## config.mk

```make
export PLATFORM = sky130hd
export DESIGN_NAME = kfhc_frame
export DESIGN_NICKNAME = d
export VERILOG_FILES = /design/src/kfhc_pkg.sv /design/src/kfhc_frame.sv
export SDC_FILE = /design/constraint.sdc
export NUM_CORES = 1
export LEC_CHECK = 0
export BUFFER_PORTS_ARGS = -buffer_cell sky130_fd_sc_hd__buf_2
export CAP_MARGIN = 20
export CORE_ASPECT_RATIO = 1.5
export CORE_MARGIN = 8
export CORE_UTILIZATION = 24
export DETAILED_ROUTE_END_ITERATION = 10
export SLEW_MARGIN = 10
export SYNTH_ARGS = -nofsm -noshare
export SYNTH_HDL_FRONTEND = slang
export SYNTH_SLANG_ARGS = --single-unit
```

## constraint.sdc

```tcl
create_clock -name aclk -period 10.75 [get_ports aclk]
set_clock_uncertainty 0.2 [all_clocks]
set_input_delay 0.5375 -clock aclk [delete_from_list [all_inputs] [get_ports aclk]]
set_output_delay 0.5375 -clock aclk [all_outputs]
set_load 0.02 [all_outputs]
```

## src/kfhc_pkg.sv

```systemverilog
`default_nettype none

package kfhc_pkg;

    // frame layout
    localparam int unsigned FRAME_BYTES = 12;
    localparam int unsigned MAC_START   = FRAME_BYTES - 4;
    localparam int unsigned COUNT_W     = 4;
    localparam logic [COUNT_W-1:0] COUNT_MAX = '1;

    // fnv-1a 32 constants
    localparam logic [31:0] FNV_BASIS = 32'd2166136261;
    localparam logic [31:0] FNV_PRIME = 32'd16777619;

    // register reset values
    localparam logic [31:0] KEY_RESET     = 32'h6a09e667;
    localparam logic [7:0]  VERSION_RESET = 8'd1;
    localparam logic [7:0]  HOP_CMD_RESET = 8'd1;
    localparam logic [7:0]  CHANNEL_RESET = 8'd129;

    // register map, index is paddr[3:2]
    typedef enum logic [1:0] {
        REG_MAC_KEY = 2'd0,
        REG_VERSION = 2'd1,
        REG_HOP_CMD = 2'd2
    } reg_idx_t;

    typedef enum logic [1:0] {
        VERDICT_ACCEPT = 2'd0,
        VERDICT_LENGTH = 2'd1,
        VERDICT_HEADER = 2'd2,
        VERDICT_MAC    = 2'd3
    } verdict_t;

    // settings seen by the frame unit
    typedef struct packed {
        logic [31:0] seed;
        logic        seed_busy;
        logic [7:0]  exp_version;
        logic [7:0]  hop_cmd;
    } cfg_t;

    // summary of a finished frame
    typedef struct packed {
        logic        len_ok;
        logic        hdr_ok;
        logic [31:0] hash;
        logic [31:0] mac;
        logic [7:0]  channel;
    } done_t;

    // one fnv-1a step, low 32 bits of the product
    function automatic logic [31:0] fnv_fold(input logic [31:0] h, input logic [7:0] b);
        return (h ^ {24'd0, b}) * FNV_PRIME;
    endfunction

    // basis folded with the key, low byte first (elaboration only)
    function automatic logic [31:0] seed_from_key(input logic [31:0] key);
        logic [31:0] h;
        h = FNV_BASIS;
        for (int i = 0; i < 4; i++) begin
            h = fnv_fold(h, key[8*i +: 8]);
        end
        return h;
    endfunction

    localparam logic [31:0] SEED_RESET = seed_from_key(KEY_RESET);

endpackage

`default_nettype wire

```

## src/kfhc_frame.sv

```systemverilog
`default_nettype none

module kfhc_frame (
    input  wire logic           aclk,
    input  wire logic           aresetn,
    input  wire logic           s_tvalid,
    output logic                s_tready,
    input  wire logic [7:0]     s_tdata,
    input  wire logic           s_tlast,
    input  wire kfhc_pkg::cfg_t cfg,
    input  wire logic           done_take,
    output logic                done_valid,
    output kfhc_pkg::done_t     done
);

    localparam int unsigned CW = kfhc_pkg::COUNT_W;

    logic                in_valid_reg;
    logic [7:0]          in_byte_reg;
    logic                in_last_reg;
    logic [31:0]         hash_reg;
    logic [CW-1:0]       count_reg;
    logic [7:0]          version_reg;
    logic [7:0]          command_reg;
    logic [7:0]          channel_reg;
    logic [31:0]         mac_reg;
    logic                done_valid_reg;
    kfhc_pkg::done_t     done_reg;

    logic                done_free;
    logic                in_move;
    logic                in_accept;
    logic [CW-1:0]       pos;
    logic                is_mac;
    logic [31:0]         hash_base;
    logic [31:0]         hash_next;
    logic [CW-1:0]       count_next;
    logic [7:0]          version_next;
    logic [7:0]          command_next;
    logic [7:0]          channel_next;
    logic [31:0]         mac_next;

    // flow control: non-final bytes never wait on the result side
    assign done_free = !done_valid_reg || done_take;
    assign in_move   = in_valid_reg && (!in_last_reg || done_free);
    assign s_tready  = (!in_valid_reg || in_move) && !cfg.seed_busy;
    assign in_accept = s_tvalid && s_tready;

    // input register
    always_ff @(posedge aclk) begin
        if (!aresetn) begin
            in_valid_reg <= 1'b0;
        end else begin
            if (in_accept) begin
                in_valid_reg <= 1'b1;
            end else if (in_move) begin
                in_valid_reg <= 1'b0;
            end
        end
        if (in_accept) begin
            in_byte_reg <= s_tdata;
            in_last_reg <= s_tlast;
        end
    end

    // hash step and header / mac capture
    always_comb begin
        pos       = count_reg;
        is_mac    = (pos >= CW'(kfhc_pkg::MAC_START)) && (pos < CW'(kfhc_pkg::FRAME_BYTES));
        hash_base = (pos == '0) ? cfg.seed : hash_reg;
        hash_next = kfhc_pkg::fnv_fold(hash_base, is_mac ? 8'd0 : in_byte_reg);
        count_next = (pos == kfhc_pkg::COUNT_MAX) ? pos : pos + CW'(1);
        version_next = (pos == CW'(0)) ? in_byte_reg : version_reg;
        command_next = (pos == CW'(1)) ? in_byte_reg : command_reg;
        channel_next = (pos == CW'(2)) ? in_byte_reg : channel_reg;
        mac_next = mac_reg;
        if (is_mac) begin
            unique case (pos[1:0])
                2'd0: mac_next[7:0]   = in_byte_reg;
                2'd1: mac_next[15:8]  = in_byte_reg;
                2'd2: mac_next[23:16] = in_byte_reg;
                2'd3: mac_next[31:24] = in_byte_reg;
                default: ;
            endcase
        end
    end

    // frame state, cleared after every final byte
    always_ff @(posedge aclk) begin
        if (!aresetn) begin
            count_reg   <= '0;
            version_reg <= '0;
            command_reg <= '0;
            channel_reg <= '0;
            mac_reg     <= '0;
        end else if (in_move) begin
            if (in_last_reg) begin
                count_reg   <= '0;
                version_reg <= '0;
                command_reg <= '0;
                channel_reg <= '0;
                mac_reg     <= '0;
            end else begin
                count_reg   <= count_next;
                version_reg <= version_next;
                command_reg <= command_next;
                channel_reg <= channel_next;
                mac_reg     <= mac_next;
            end
        end
        if (in_move) begin
            hash_reg <= hash_next;
        end
    end

    // finished frame register
    always_ff @(posedge aclk) begin
        if (!aresetn) begin
            done_valid_reg <= 1'b0;
        end else begin
            if (in_move && in_last_reg) begin
                done_valid_reg <= 1'b1;
            end else if (done_take) begin
                done_valid_reg <= 1'b0;
            end
        end
        if (in_move && in_last_reg) begin
            done_reg.len_ok  <= (count_next == CW'(kfhc_pkg::FRAME_BYTES));
            done_reg.hdr_ok  <= (version_next == cfg.exp_version)
                                && (command_next == cfg.hop_cmd);
            done_reg.hash    <= hash_next;
            done_reg.mac     <= mac_next;
            done_reg.channel <= channel_next;
        end
    end

    assign done_valid = done_valid_reg;
    assign done       = done_reg;

    // a final byte always leaves the frame state idle
    a_frame_clears: assert property (@(posedge aclk) disable iff (!aresetn)
        (in_move && in_last_reg) |=> (count_reg == '0 && mac_reg == '0))
        else $error("frame state not cleared after final byte");

    // a finished frame is never overwritten before it is taken
    a_done_not_lost: assert property (@(posedge aclk) disable iff (!aresetn)
        (done_valid_reg && !done_take) |-> !(in_move && in_last_reg))
        else $error("finished frame overwritten");

    // no byte enters while the seed is being rebuilt
    a_no_accept_busy: assert property (@(posedge aclk) disable iff (!aresetn)
        cfg.seed_busy |-> !s_tready)
        else $error("request taken during seed rebuild");

endmodule

`default_nettype wire

```

==> flow_metrics.tcl <==
set metrics [dict create \
    status "finished clean" \
    synth_top_cell_by_area "edfxtp_1" \
    fillCellCount 5376 \
    grt_max_degree 69 \
    hold_viol_final 0 \
    numCtsBuffers 17 \
    cts_hold_buf 0 \
    rows 103 \
    cts.sinks 177 \
    grt_pass1_vias 8952 \
    yosysMostFrequentCell "ha_1" \
    async_flop_share 0 \
    critPathSlowestCell "xor2_1" \
    fin_crit_ns 7.47 \
    crit_top_cell "ha_1" \
    drive_above_1_share 0.200 \
    min_delay_worst_endpoint "in_last_reg" \
    drc_errors 0 \
    largest_register_ffs 74 \
    drt_pass1_iterations 6 \
    rr_worst_depth 23 \
    hold_start "s_tlast" \
    ys_seq_area_frac 0.367 \
    finalWeightedCongestion 0.836 \
    track_usage 0.110 \
    synth-seq-cells 177 \
    worstMarginPinSlew_ns 1.00 \
    drt-initial-drc-count 280 \
    synth_area_per_cell_um2 11.4 \
    finalNonFillerCells 1951 \
    finalNetCount 1575 \
    syn_inst 1122 \
    vias 8455 \
    synth-main-ff-cell "edfxtp_1" \
    synth_area_leaders "edfxtp_1, ha_1, fa_1" \
    htree_levels 4 \
    cpPeakStageDelay_ns 0.78 \
    dieArea_mm2 0.0611 \
    clk_pin_slew_ns 0.08 \
    clock.fmax_ghz 0.134 \
    port_buffers 137 \
    cts_tree "yes" \
    ys_types 48 \
    cts_root_buf "clkbuf_16" \
    die_h_um 299 \
    gr-total-overflow 0 \
    cp.required_ns 10.79 \
    end_kind "register" \
    rsz0062_at_grt "false" \
    vias_per_cell 4.33 \
    tns_ns 0 \
    dp_hpwl_mm 26.5 \
    min_period_over_period 0.695 \
    drtAntennaViolNets 0 \
    slew_viol_final 0 \
    wl_per_cell_um 17.3 \
    syn_area_mm2 0.0128 \
    synth_edf_count 115 \
    slew_headroom 0.334 \
    r2r_start "count_reg[0]" \
    clk_latency_ns 0.45 \
    hold_depth 1 \
    dieWidth_um 205 \
    hold_path_class "input pin to register" \
    syn_nets 1445 \
    initial_core_util 0.243 \
    grt_pass1_wl_mm 50.8 \
    cts_max_path_buffers 2 \
    place_inst 1915 \
    crit_chain "inv_1, ha_1, and2_2, mux2i_1, xor2_1, ha_1, ha_1, fa_1, ha_1, fa_1, ha_1, inv_1, fa_1, inv_1, ha_1, a21oi_1, o21ai_0, a32oi_1, o311ai_2, a21oi_2, o2bb2ai_2, or4b_1, o311ai_1" \
    cap_violations 0 \
    yosysTopAreaCellShare 0.270 \
    area_growth_pct 16.5 \
    setup_viol 0 \
    antenna_found_initial 4 \
    ys_top_cells_by_count "ha_1, inv_1, edfxtp_1" \
    postRouteWirelength_mm 33.8 \
    core_area_mm2 0.0527 \
    worstReg2RegEnd "hash_reg[30]" \
    path_class "register to register" \
    cts_setup_buffers 0 \
    critPathLaunchType "register" \
    r2r_slack_ns 3.28 \
    cp.arrival_ns 7.51 \
    io_pins 138 \
    ctsResizeCount 0 \
    synth_warnings 0 \
    worstPathMaxFanout 17 \
]
## per-stage QoR
stage	util	instance area (µm²)	hold slack (ns)	setup WS (ns)
floorplan	-	12800	0.287	3.70
global placement	0.271	14300	0.302	3.43
detailed placement	0.271	14300	0.307	3.28
CTS	0.283	14900	0.0271	3.24
global route	0.283	14900	0.0311	2.86
finish	0.283	14900	0.0630	3.28
## layout make-up
class | instances | area [µm²] | area share
clock buffer | 17 | 425 | 0.0285
tap | 682 | 853 | 0.0573
inverter | 184 | 691 | 0.0464
multi-input combinational | 723 | 7270 | 0.488
timing repair buffer | 149 | 776 | 0.0521
sequential | 177 | 4690 | 0.315
clock inverter | 15 | 181 | 0.0122
antenna | 4 | 10.0 | 0.000672
## per-layer routing
metal  share of wire  up-vias  track usage
met5         0.00024        -            0
met4           0.031        2       0.0498
met3           0.046       48       0.0249
met2            0.53      178        0.201
met1            0.39     4129        0.119
li1                -     4098            -
## worst max-delay path: cells and delay by family (launching register included)
kind | cells | cell delay [ns]
flops | 1 | 0.38
mux | 1 | 0.27
buf+inv | 3 | 0.21
compound gates | 7 | 1.35
xor+xnor | 1 | 0.78
simple gates | 2 | 1.07
fa+ha+maj | 9 | 3.00
## cell usage in the layout (no fill, tap or decap), drive strengths merged, types with 35 or more instances in the layout
cell type  count
dfxtp         62
mux2          63
inv          190
a22oi         56
ha           187
buf          149
nor2b         64
xor2          35
edfxtp       115
fa            74
## how the worst max path moves through the flow
| stage | cells after the start | slack (ns) | to | from |
|---|---|---|---|---|
| 2_1_floorplan | 27 | 3.70 | done[70] | count_reg[0] |
| 3_5_place_dp | 23 | 3.28 | done[70] | count_reg[0] |
| 3_3_place_gp | 23 | 3.43 | done[70] | count_reg[0] |
| 4_1_cts | 23 | 3.24 | hash_reg[30] | count_reg[0] |
| 5_1_grt | 23 | 2.86 | done[70] | count_reg[0] |
| 6_report | 23 | 3.28 | hash_reg[30] | count_reg[0] |
## cells by family after synthesis
logic type,share of synthesized area
DFF,0.367
muxes,0.0742
AOI/OAI and AO/OA,0.0804
and+or+nand+nor,0.0655
buffers and inverters,0.0660
adders and majority gates,0.299
xor gates and xnor gates,0.0483
Power is not shown: default switching activity piles up to over one toggle a cycle in this logic, so the estimate is an artifact.
